File: config.mk
export PLATFORM = sky130hd
export DESIGN_NAME = servo_output_mixer
export DESIGN_NICKNAME = d
export VERILOG_FILES = /design/src/hw/rtl/svmix_pkg.sv /design/src/hw/rtl/servo_output_mixer.sv /design/src/hw/rtl/svmix_cfg.sv /design/src/hw/rtl/svmix_in_stage.sv /design/src/hw/rtl/svmix_mix.sv /design/src/hw/rtl/svmix_out_stage.sv
export SDC_FILE = /design/constraint.sdc
export NUM_CORES = 2
export LEC_CHECK = 0
export BUFFER_PORTS_ARGS = -buffer_cell sky130_fd_sc_hd__buf_2
export CORE_ASPECT_RATIO = 1.75
export CORE_MARGIN = 5
export CORE_UTILIZATION = 65
export CTS_CLUSTER_SIZE = 20
export DETAILED_ROUTE_END_ITERATION = 6
export PLACE_DENSITY_LB_ADDON = 0.12
export SYNTH_ARGS = -nofsm -noshare
export SYNTH_HDL_FRONTEND = slang
export SYNTH_SLANG_ARGS = --single-unit
File: constraint.sdc
create_clock -name clk -period 20.6 [get_ports clk]
set_clock_uncertainty 0.2 [all_clocks]
set_input_delay 1.03 -clock clk [delete_from_list [all_inputs] [get_ports clk]]
set_output_delay 1.03 -clock clk [all_outputs]
set_load 0.01 [all_outputs]
File: src/hw/rtl/svmix_pkg.sv
package svmix_pkg;

	localparam int PulseW   = 12;
	localparam int NumServo = 6;
	localparam int PerReg   = 3;
	localparam int RegW     = PerReg * PulseW;
	localparam int CmdW     = 12;
	localparam int RollW    = 15;
	localparam int QuotW    = 9;
	localparam int FifthW   = 10;
	localparam int GyroW    = 13;
	localparam int SumW     = 16;
	localparam int CntW     = 3;
	localparam int DiffW    = 4;
	localparam int ModeW    = 3;
	localparam int SetupW   = ModeW + DiffW + NumServo;
	localparam int IdxW     = 3;

	localparam int GyroCenter = 1500;
	localparam int QuadIdle   = 100;

	typedef logic [PulseW-1:0] pulse_t;

	localparam pulse_t NEUTRAL_RST = pulse_t'(1500);
	localparam pulse_t MINIMUM_RST = pulse_t'(1000);
	localparam pulse_t MAXIMUM_RST = pulse_t'(2000);

	typedef enum logic [ModeW-1:0] {
		MODE_AILERON     = 3'd0,
		MODE_DELTA_PLUS  = 3'd1,
		MODE_DELTA_MINUS = 3'd2,
		MODE_QUAD        = 3'd3,
		MODE_FLAPERON    = 3'd4
	} mix_mode_t;

	localparam logic [IdxW-1:0] REG_MIXING_SETUP = 3'd0;
	localparam logic [IdxW-1:0] REG_NEUTRAL_LOW  = 3'd1;
	localparam logic [IdxW-1:0] REG_NEUTRAL_HIGH = 3'd2;
	localparam logic [IdxW-1:0] REG_MINIMUM_LOW  = 3'd3;
	localparam logic [IdxW-1:0] REG_MINIMUM_HIGH = 3'd4;
	localparam logic [IdxW-1:0] REG_MAXIMUM_LOW  = 3'd5;
	localparam logic [IdxW-1:0] REG_MAXIMUM_HIGH = 3'd6;

	localparam logic [CntW-1:0] CNT_QUAD  = 3'd4;
	localparam logic [CntW-1:0] CNT_DELTA = 3'd5;
	localparam logic [CntW-1:0] CNT_WING  = 3'd6;

	typedef struct packed {
		logic [ModeW-1:0]                mode;
		logic [DiffW-1:0]                diff;
		logic [NumServo-1:0]             rev;
		pulse_t [NumServo-1:0]           neutral;
		pulse_t [NumServo-1:0]           minimum;
		pulse_t [NumServo-1:0]           maximum;
	} mix_cfg_t;

	typedef struct packed {
		logic signed [CmdW-1:0]   aileron;
		logic signed [CmdW-1:0]   elevator;
		logic signed [CmdW-1:0]   motor;
		logic signed [CmdW-1:0]   yaw;
		logic signed [CmdW-1:0]   rudder;
		logic signed [QuotW-1:0]  ail_tenth;
		logic signed [FifthW-1:0] ail_fifth;
		logic signed [FifthW-1:0] elev_fifth;
		logic signed [FifthW-1:0] yaw_fifth;
		logic signed [GyroW-1:0]  gyro;
	} mix_item_t;

endpackage

File: src/hw/rtl/servo_output_mixer.sv
// Servo output mixer.
// Input channel: in_valid / in_stall with one set of aileron, elevator, motor,
// yaw, rudder stick offset and roll angle per transaction. Output channel:
// out_valid / out_stall with six stored servo pulses and the count of
// channels that the transaction drove; undriven servos repeat their old value.
// Configuration: a write with cfg_we high at a clock edge stores cfg_wdata into
// the register at cfg_index; write only while no transaction is in flight.
// Throughput: one transaction per cycle while the result is not stalled; the
// input register feeds the mixer and clamp combinationally into the result
// register, and the stored pulses are the result register, so each transaction
// sees the pulses the previous one left.
// When the receiver stalls, the result holds and the input register fills;
// in_stall rises once both are occupied and the result is still stalled.
// Reset: both registers empty, stored pulses zero, mode aileron, neutrals
// 1500, minimums 1000, maximums 2000.
module servo_output_mixer (
	input  logic                               clk,
	input  logic                               arst_n,
	input  logic                               cfg_we,
	input  logic [svmix_pkg::IdxW-1:0]         cfg_index,
	input  logic [svmix_pkg::RegW-1:0]         cfg_wdata,
	input  logic                               in_valid,
	output logic                               in_stall,
	input  logic signed [svmix_pkg::CmdW-1:0]  aileron_cmd,
	input  logic signed [svmix_pkg::CmdW-1:0]  elevator_cmd,
	input  logic signed [svmix_pkg::CmdW-1:0]  motor_cmd,
	input  logic signed [svmix_pkg::CmdW-1:0]  yaw_cmd,
	input  logic signed [svmix_pkg::CmdW-1:0]  rudder_stick_offset,
	input  logic signed [svmix_pkg::RollW-1:0] roll_angle,
	output logic                               out_valid,
	input  logic                               out_stall,
	output logic [svmix_pkg::PulseW-1:0]       pulse_zero,
	output logic [svmix_pkg::PulseW-1:0]       pulse_one,
	output logic [svmix_pkg::PulseW-1:0]       pulse_two,
	output logic [svmix_pkg::PulseW-1:0]       pulse_three,
	output logic [svmix_pkg::PulseW-1:0]       pulse_four,
	output logic [svmix_pkg::PulseW-1:0]       pulse_five,
	output logic [svmix_pkg::CntW-1:0]         channels_driven
);

	svmix_pkg::mix_cfg_t                         cfg;
	svmix_pkg::mix_item_t                        item_s1;
	svmix_pkg::pulse_t [svmix_pkg::NumServo-1:0] held;
	svmix_pkg::pulse_t [svmix_pkg::NumServo-1:0] next_held;
	logic [svmix_pkg::CntW-1:0]                  next_cnt;
	logic                                        valid_s1;
	logic                                        advance;
	logic                                        load;

	assign advance  = valid_s1 && (!out_valid || !out_stall);
	assign in_stall = valid_s1 && !advance;
	assign load     = in_valid && !in_stall;

	svmix_cfg u_cfg (
		.clk       (clk),
		.arst_n    (arst_n),
		.cfg_we    (cfg_we),
		.cfg_index (cfg_index),
		.cfg_wdata (cfg_wdata),
		.cfg       (cfg)
	);

	svmix_in_stage u_in (
		.clk                 (clk),
		.arst_n              (arst_n),
		.load                (load),
		.advance             (advance),
		.aileron_cmd         (aileron_cmd),
		.elevator_cmd        (elevator_cmd),
		.motor_cmd           (motor_cmd),
		.yaw_cmd             (yaw_cmd),
		.rudder_stick_offset (rudder_stick_offset),
		.roll_angle          (roll_angle),
		.valid_s1            (valid_s1),
		.item_s1             (item_s1)
	);

	svmix_mix u_mix (
		.item      (item_s1),
		.cfg       (cfg),
		.held      (held),
		.next_held (next_held),
		.cnt       (next_cnt)
	);

	svmix_out_stage u_out (
		.clk       (clk),
		.arst_n    (arst_n),
		.advance   (advance),
		.out_stall (out_stall),
		.next_held (next_held),
		.next_cnt  (next_cnt),
		.out_valid (out_valid),
		.held      (held),
		.cnt       (channels_driven)
	);

	assign pulse_zero  = held[0];
	assign pulse_one   = held[1];
	assign pulse_two   = held[2];
	assign pulse_three = held[3];
	assign pulse_four  = held[4];
	assign pulse_five  = held[5];

endmodule

File: src/hw/rtl/svmix_cfg.sv
module svmix_cfg (
	input  logic                             clk,
	input  logic                             arst_n,
	input  logic                             cfg_we,
	input  logic [svmix_pkg::IdxW-1:0]       cfg_index,
	input  logic [svmix_pkg::RegW-1:0]       cfg_wdata,
	output svmix_pkg::mix_cfg_t              cfg
);

	logic [svmix_pkg::SetupW-1:0]                      setup_q;
	svmix_pkg::pulse_t [svmix_pkg::NumServo-1:0]       neutral_q;
	svmix_pkg::pulse_t [svmix_pkg::NumServo-1:0]       minimum_q;
	svmix_pkg::pulse_t [svmix_pkg::NumServo-1:0]       maximum_q;

	always_ff @(posedge clk or negedge arst_n) begin
		if (!arst_n) begin
			setup_q   <= '0;
			neutral_q <= {svmix_pkg::NumServo{svmix_pkg::NEUTRAL_RST}};
			minimum_q <= {svmix_pkg::NumServo{svmix_pkg::MINIMUM_RST}};
			maximum_q <= {svmix_pkg::NumServo{svmix_pkg::MAXIMUM_RST}};
		end else if (cfg_we) begin
			case (cfg_index)
				svmix_pkg::REG_MIXING_SETUP: begin
					setup_q <= cfg_wdata[svmix_pkg::SetupW-1:0];
				end
				svmix_pkg::REG_NEUTRAL_LOW: begin
					for (int k = 0; k < svmix_pkg::PerReg; k++)
						neutral_q[k] <= cfg_wdata[k*svmix_pkg::PulseW +: svmix_pkg::PulseW];
				end
				svmix_pkg::REG_NEUTRAL_HIGH: begin
					for (int k = 0; k < svmix_pkg::PerReg; k++)
						neutral_q[k+svmix_pkg::PerReg] <=
							cfg_wdata[k*svmix_pkg::PulseW +: svmix_pkg::PulseW];
				end
				svmix_pkg::REG_MINIMUM_LOW: begin
					for (int k = 0; k < svmix_pkg::PerReg; k++)
						minimum_q[k] <= cfg_wdata[k*svmix_pkg::PulseW +: svmix_pkg::PulseW];
				end
				svmix_pkg::REG_MINIMUM_HIGH: begin
					for (int k = 0; k < svmix_pkg::PerReg; k++)
						minimum_q[k+svmix_pkg::PerReg] <=
							cfg_wdata[k*svmix_pkg::PulseW +: svmix_pkg::PulseW];
				end
				svmix_pkg::REG_MAXIMUM_LOW: begin
					for (int k = 0; k < svmix_pkg::PerReg; k++)
						maximum_q[k] <= cfg_wdata[k*svmix_pkg::PulseW +: svmix_pkg::PulseW];
				end
				svmix_pkg::REG_MAXIMUM_HIGH: begin
					for (int k = 0; k < svmix_pkg::PerReg; k++)
						maximum_q[k+svmix_pkg::PerReg] <=
							cfg_wdata[k*svmix_pkg::PulseW +: svmix_pkg::PulseW];
				end
				default: begin
				end
			endcase
		end
	end

	assign cfg.mode    = setup_q[svmix_pkg::ModeW-1:0];
	assign cfg.diff    = setup_q[svmix_pkg::ModeW +: svmix_pkg::DiffW];
	assign cfg.rev     = setup_q[svmix_pkg::ModeW+svmix_pkg::DiffW +: svmix_pkg::NumServo];
	assign cfg.neutral = neutral_q;
	assign cfg.minimum = minimum_q;
	assign cfg.maximum = maximum_q;

endmodule

File: src/hw/rtl/svmix_in_stage.sv
module svmix_in_stage (
	input  logic                               clk,
	input  logic                               arst_n,
	input  logic                               load,
	input  logic                               advance,
	input  logic signed [svmix_pkg::CmdW-1:0]  aileron_cmd,
	input  logic signed [svmix_pkg::CmdW-1:0]  elevator_cmd,
	input  logic signed [svmix_pkg::CmdW-1:0]  motor_cmd,
	input  logic signed [svmix_pkg::CmdW-1:0]  yaw_cmd,
	input  logic signed [svmix_pkg::CmdW-1:0]  rudder_stick_offset,
	input  logic signed [svmix_pkg::RollW-1:0] roll_angle,
	output logic                               valid_s1,
	output svmix_pkg::mix_item_t               item_s1
);

	localparam int ProdW      = 25;
	localparam int RecipShift = 16;
	// ceil(2^16/10) and ceil(2^16/5): exact truncation for 12-bit magnitudes
	localparam logic [ProdW-1:0] RecipTen  = 25'd6554;
	localparam logic [ProdW-1:0] RecipFive = 25'd13108;
	localparam logic [ProdW-1:0] GyroGain  = 25'd636;
	localparam int GyroShift = 12;
	localparam int GyroMagW  = svmix_pkg::GyroW - 1;

	svmix_pkg::mix_item_t item_d;

	function automatic logic signed [svmix_pkg::QuotW-1:0] div_ten(
		logic signed [svmix_pkg::CmdW-1:0] x);
		logic [svmix_pkg::CmdW-1:0]    mag;
		logic [ProdW-1:0]              prod;
		logic [svmix_pkg::QuotW-1:0]   quo;
		mag  = x[svmix_pkg::CmdW-1] ? svmix_pkg::CmdW'(-x) : x;
		prod = ProdW'(mag) * RecipTen;
		quo  = {1'b0, prod[RecipShift +: svmix_pkg::QuotW-1]};
		return x[svmix_pkg::CmdW-1] ? svmix_pkg::QuotW'(0) - quo : quo;
	endfunction

	function automatic logic signed [svmix_pkg::FifthW-1:0] div_five(
		logic signed [svmix_pkg::CmdW-1:0] x);
		logic [svmix_pkg::CmdW-1:0]    mag;
		logic [ProdW-1:0]              prod;
		logic [svmix_pkg::FifthW-1:0]  quo;
		mag  = x[svmix_pkg::CmdW-1] ? svmix_pkg::CmdW'(-x) : x;
		prod = ProdW'(mag) * RecipFive;
		quo  = {1'b0, prod[RecipShift +: svmix_pkg::FifthW-1]};
		return x[svmix_pkg::CmdW-1] ? svmix_pkg::FifthW'(0) - quo : quo;
	endfunction

	function automatic logic signed [svmix_pkg::GyroW-1:0] gyro_of(
		logic signed [svmix_pkg::RollW-1:0] x);
		logic [svmix_pkg::RollW-1:0]   mag;
		logic [ProdW-1:0]              prod;
		logic [svmix_pkg::GyroW-1:0]   g;
		mag  = x[svmix_pkg::RollW-1] ? svmix_pkg::RollW'(-x) : x;
		prod = ProdW'(mag) * GyroGain;
		g    = {1'b0, prod[GyroShift +: GyroMagW]};
		return x[svmix_pkg::RollW-1] ? svmix_pkg::GyroW'(0) - g : g;
	endfunction

	always_comb begin
		item_d.aileron    = aileron_cmd;
		item_d.elevator   = elevator_cmd;
		item_d.motor      = motor_cmd;
		item_d.yaw        = yaw_cmd;
		item_d.rudder     = rudder_stick_offset;
		item_d.ail_tenth  = div_ten(aileron_cmd);
		item_d.ail_fifth  = div_five(aileron_cmd);
		item_d.elev_fifth = div_five(elevator_cmd);
		item_d.yaw_fifth  = div_five(yaw_cmd);
		item_d.gyro       = gyro_of(roll_angle);
	end

	always_ff @(posedge clk or negedge arst_n) begin
		if (!arst_n) begin
			valid_s1 <= 1'b0;
		end else if (load) begin
			valid_s1 <= 1'b1;
		end else if (advance) begin
			valid_s1 <= 1'b0;
		end
	end

	always_ff @(posedge clk) begin
		if (load) begin
			item_s1 <= item_d;
		end
	end

endmodule

File: src/hw/rtl/svmix_mix.sv
module svmix_mix (
	input  svmix_pkg::mix_item_t                        item,
	input  svmix_pkg::mix_cfg_t                         cfg,
	input  svmix_pkg::pulse_t [svmix_pkg::NumServo-1:0] held,
	output svmix_pkg::pulse_t [svmix_pkg::NumServo-1:0] next_held,
	output logic [svmix_pkg::CntW-1:0]                  cnt
);

	localparam int W = svmix_pkg::SumW;

	always_comb begin
		logic signed [W-1:0] a, e, m, w, y, q, qd, r, l, yy, g, a5, e5, w5, ctr;
		logic signed [W-1:0] x, mx, mn;
		logic signed [W-1:0] v [svmix_pkg::NumServo];
		logic signed [W-1:0] n [svmix_pkg::NumServo];

		a   = W'($signed(item.aileron));
		e   = W'($signed(item.elevator));
		m   = W'($signed(item.motor));
		w   = W'($signed(item.yaw));
		y   = W'($signed(item.rudder));
		q   = W'($signed(item.ail_tenth));
		a5  = W'($signed(item.ail_fifth));
		e5  = W'($signed(item.elev_fifth));
		w5  = W'($signed(item.yaw_fifth));
		g   = W'($signed(item.gyro));
		ctr = W'(svmix_pkg::GyroCenter);
		qd  = q * $signed(W'(cfg.diff));

		if (!a[W-1] && (a != '0)) begin
			r = a + qd;
			l = a - qd;
		end else begin
			r = a - qd;
			l = a + qd;
		end

		for (int i = 0; i < svmix_pkg::NumServo; i++) begin
			n[i] = $signed(W'(cfg.neutral[i]));
			v[i] = $signed(W'(held[i]));
		end

		yy  = '0;
		cnt = svmix_pkg::CNT_WING;
		case (cfg.mode)
			svmix_pkg::MODE_DELTA_PLUS, svmix_pkg::MODE_DELTA_MINUS: begin
				cnt  = svmix_pkg::CNT_DELTA;
				v[4] = cfg.rev[4] ? ctr - g : ctr + g;
				if (cfg.mode == svmix_pkg::MODE_DELTA_PLUS) begin
					v[0] = (cfg.rev[0] ? (r + e) : (-r - e)) + n[0];
					v[1] = (cfg.rev[1] ? (l - e) : (-l + e)) + n[1];
				end else begin
					v[0] = (cfg.rev[0] ? (r - e) : (-r + e)) + n[0];
					v[1] = (cfg.rev[1] ? (l + e) : (-l - e)) + n[1];
				end
				v[3] = (cfg.rev[3] ? -m : m) + n[3];
			end
			svmix_pkg::MODE_QUAD: begin
				cnt  = svmix_pkg::CNT_QUAD;
				v[0] = m + a5 + w5 + n[0];
				v[1] = m + e5 - w5 + n[1];
				v[2] = m - a5 + w5 + n[2];
				v[3] = m - e5 - w5 + n[3];
				if (m < svmix_pkg::QuadIdle) begin
					for (int i = 0; i < 4; i++)
						v[i] = '0;
				end
			end
			default: begin
				if (cfg.mode == svmix_pkg::MODE_FLAPERON)
					yy = y;
				v[5] = cfg.rev[5] ? ctr - g : ctr + g;
				v[0] = (cfg.rev[0] ? (-r + yy) : (r - yy)) + n[0];
				v[1] = (cfg.rev[1] ? (l + yy) : (-l - yy)) + n[1];
				v[2] = (cfg.rev[2] ? -e : e) + n[2];
				v[3] = (cfg.rev[3] ? -m : m) + n[3];
				v[4] = (cfg.rev[4] ? w : -w) + n[4];
			end
		endcase

		for (int i = 0; i < svmix_pkg::NumServo; i++) begin
			x  = v[i];
			mx = $signed(W'(cfg.maximum[i]));
			mn = $signed(W'(cfg.minimum[i]));
			if (x > mx)
				x = mx;
			if (x < mn)
				x = mn;
			if (svmix_pkg::CntW'(i) < cnt)
				next_held[i] = x[svmix_pkg::PulseW-1:0];
			else
				next_held[i] = held[i];
		end
	end

endmodule

File: src/hw/rtl/svmix_out_stage.sv
module svmix_out_stage (
	input  logic                                        clk,
	input  logic                                        arst_n,
	input  logic                                        advance,
	input  logic                                        out_stall,
	input  svmix_pkg::pulse_t [svmix_pkg::NumServo-1:0] next_held,
	input  logic [svmix_pkg::CntW-1:0]                  next_cnt,
	output logic                                        out_valid,
	output svmix_pkg::pulse_t [svmix_pkg::NumServo-1:0] held,
	output logic [svmix_pkg::CntW-1:0]                  cnt
);

	logic                                        valid_q;
	svmix_pkg::pulse_t [svmix_pkg::NumServo-1:0] held_q;
	logic [svmix_pkg::CntW-1:0]                  cnt_q;

	always_ff @(posedge clk or negedge arst_n) begin
		if (!arst_n) begin
			valid_q <= 1'b0;
			held_q  <= '0;
		end else begin
			if (advance) begin
				valid_q <= 1'b1;
				held_q  <= next_held;
			end else if (!out_stall) begin
				valid_q <= 1'b0;
			end
		end
	end

	always_ff @(posedge clk) begin
		if (advance) begin
			cnt_q <= next_cnt;
		end
	end

	assign out_valid = valid_q;
	assign held      = held_q;
	assign cnt       = cnt_q;

endmodule

==> flow_metrics.py <==
metrics = {
    "status": {
        "status": "completed",
    },
    "logic_synthesis": {
        "synth_top_area_cell": "ha_1",
        "syn_area_per_cell_um2": 8.95,
        "synth_nets": 7222,
        "synthCells": 6005,
        "synthDominantCellAreaShare_pct": 19.7,
        "synth_seq_cells": 405,
        "ys.warnings.count": 0,
        "ys_dominant_reg_cell": "dfrtp_1",
        "synth_edf_count": 114,
        "ys_top_cells_by_area": "ha_1, fa_1, dfrtp_1, edfxtp_1, xnor2_1",
        "ys_types": 103,
        "seq_area_frac_synth_pct": 20.2,
        "synth_common_cells": "ha_1, inv_1, a21oi_1",
        "synthArstFlopShare_pct": 71.9,
        "syn_area_um2": 53700,
        "yosysMostFrequentCell": "ha_1",
    },
    "grt": {
        "grt_max_degree": 122,
        "grt_use_total_pct": 36.8,
        "overflow": 0,
        "grt_pass1_vias": 46700,
        "grt_pass1_wl_um": 255000,
        "antenna_found_initial": 6,
    },
    "detailed_routing": {
        "drt-total-wl_um": 165000,
        "dr_total_vias": 45700,
        "ant_nets": 0,
        "first_pass_iters": 6,
        "via_per_inst": 6.32,
        "top_layer": "met5",
        "wl_met1_um": 57200,
        "wl_per_cell_um": 22.9,
        "drtIter0Drc": 3189,
        "dr_wl_met3_um": 10000,
        "drc": 0,
        "wl_met2_um": 80300,
    },
    "floorplanning": {
        "rows": 139,
        "initial_core_util_pct": 65.5,
        "core-area_um2": 82100,
        "die_w_um": 227,
        "dieHeight_um": 390,
        "die-area_um2": 88700,
        "ios": 196,
    },
    "critical_path": {
        "crit_required_ns": 20.95,
        "cp_max_fo": 14,
        "endpoint": "u_out.held[12]$_DFFE_PN0P_",
        "timing.reg2reg.setup_slack_ns": 7.38,
        "critPathCaptureType": "flop",
        "reg2reg_to": "u_out.held[12]$_DFFE_PN0P_",
        "startpoint": "u_cfg.setup_q[6]$_DFFE_PN0P_",
        "critPathMaxStageDelay_ns": 0.72,
        "reg2reg_from": "u_cfg.setup_q[6]$_DFFE_PN0P_",
        "worstPathArrival_ns": 13.57,
        "rr_worst_depth": 46,
        "critical_path.slowest_cell": "o22ai_1",
        "startpoint_type": "flop",
        "crit_path_frequent_cell": "ha_1",
        "crit_type": "reg2reg",
    },
    "clocking": {
        "cts_hold_buffers": 0,
        "root_buffer": "clkbuf_16",
        "cts_buffers": 42,
        "clk_pin_slew_ns": 0.07,
        "cts.path.max_buffers": 3,
        "postCtsSetupBuffers": 0,
        "insertion_delay_ns": 0.62,
        "clock_sinks": 405,
        "cts_resized": 0,
        "h-tree-depth": 2,
        "cts_tree": "yes",
    },
    "final_layout": {
        "drive_gt1_share_pct": 12.2,
        "synthToLayoutAreaGrowth_pct": 6.65,
        "fin_area_um2": 57300,
        "fin_nets": 7347,
    },
    "timing": {
        "hold_violations": 0,
        "tns_ns": 0,
        "fmaxAchievable_mhz": 75.6,
        "finalSetupViolCount": 0,
        "period_share_pct": 64.2,
        "slew_violations": 0,
        "rsz0062_at_grt": "false",
        "tightestPinTransition_ns": 1.05,
        "slew-limit-headroom_pct": 28.3,
        "period_needed_ns": 13.22,
    },
    "job": {
        "cap_violations": 0,
    },
    "placement": {
        "hpwl_um": 135000,
        "port_buffers": 194,
        "dpl_cell_area_um2": 55800,
        "place_congestion": 1.08,
    },
    "hold_path": {
        "hold_class": "in2async",
    },
}
## final cells by class
cell class                      count  area [µm²]
Sequential cell                   405       10800
Inverter                          744        2790
Tap cell                         1057        1320
Clock inverter                     29         352
Clock buffer                       49        1140
Fill cell                        6748       24800
Timing Repair Buffer              248        1390
Antenna cell                        1        2.50
Multi-Input combinational cell   4689       39500
## worst min-delay path by stage
stage                     cells after the start                          end
after floorplan                               1  u_out.out_valid$_DFFE_PN0P_
after global placement                        2   u_out.held[36]$_DFFE_PN0P_
after detailed placement                      2   u_out.held[36]$_DFFE_PN0P_
after CTS                                     2   u_out.held[36]$_DFFE_PN0P_
after global routing                          1  u_out.out_valid$_DFFE_PN0P_
final                                         1   u_out.held[68]$_DFFE_PN0P_
## sequential cells by signal, indices dropped and copies added, names as in the netlist
register         flops
u_cfg.cfg          204
u_out.held          72
u_out.out_valid      1
u_in.item_s1       112
u_out.cnt            2
u_cfg.setup_q       13
u_in.valid_s1        1
## per-layer routing
| metal | vias up | GRT usage [%] |
|---|---|---|
| met3 | 725 | 5.66 |
| met1 | 21800 | 38.6 |
| met4 | 6 | 29.6 |
| met2 | 1699 | 64.4 |
| li1 | 21400 | - |
| met5 | - | 0 |
## worst max-delay path: cells and delay by family (launching register included)
kind / cells / cell delay, ns
xor gates and xnor gates: 4 / 0.81
muxes: 1 / 0.34
AOI/OAI and AO/OA: 22 / 6.15
and+or+nand+nor: 8 / 1.66
adders and majority gates: 9 / 3.37
DFF: 1 / 0.48
buffers and inverters: 2 / 0.10
## logic make-up after synthesis
kind of cell | count (synthesis) | share of synthesized area [%]
DFF | 405 | 20.2
other | 1 | 0.00698
AOI/OAI and AO/OA | 1436 | 17.3
buffers and inverters | 911 | 6.45
adders and majority gates | 1098 | 29.1
muxes | 317 | 6.80
xor gates and xnor gates | 451 | 7.40
and+or+nand+nor | 1386 | 12.8
## stage by stage
step | std cells | hold WS, ns | worst slack [ns] | util (%)
6_report | 7222 | 0.282 | 7.38 | 69.8
5_1_grt | 7221 | 0.320 | 6.34 | 69.8
4_1_cts | 7221 | 0.297 | 7.49 | 69.8
3_5_place_dp | 7143 | 0.283 | 7.52 | 68.0
3_3_place_gp | 7143 | 0.274 | 7.67 | 68.0
2_1_floorplan | 6005 | 0.257 | 9.27 | -
## layout by cell type, fill, tap and decap left out, types with 43 or more instances in the layout
cell type	Yosys	routed
o211ai_1	48	48
o21bai_1	47	47
a21o_1	125	125
mux2_2	214	214
nor2b_1	69	69
a211oi_1	46	45
fa_1	254	254
o21a_1	74	74
mux2i_1	79	79
nand3_1	83	83
edfxtp_1	114	114
nor2_1	352	350
a21oi_1	395	395
o31ai_1	46	46
xnor2_1	324	324
nand2b_1	72	71
buf_2	6	193
buf_4	6	54
or3_1	46	46
dfrtp_1	184	184
nor3_1	119	117
ha_1	844	844
xor2_1	125	125
dfstp_2	107	107
nand2_1	354	354
clkbuf_16	0	43
inv_1	741	740
o21ai_0	312	312
and2_1	71	70
Power is not shown: default switching activity piles up to over one toggle a cycle in this logic, so the estimate is an artifact.
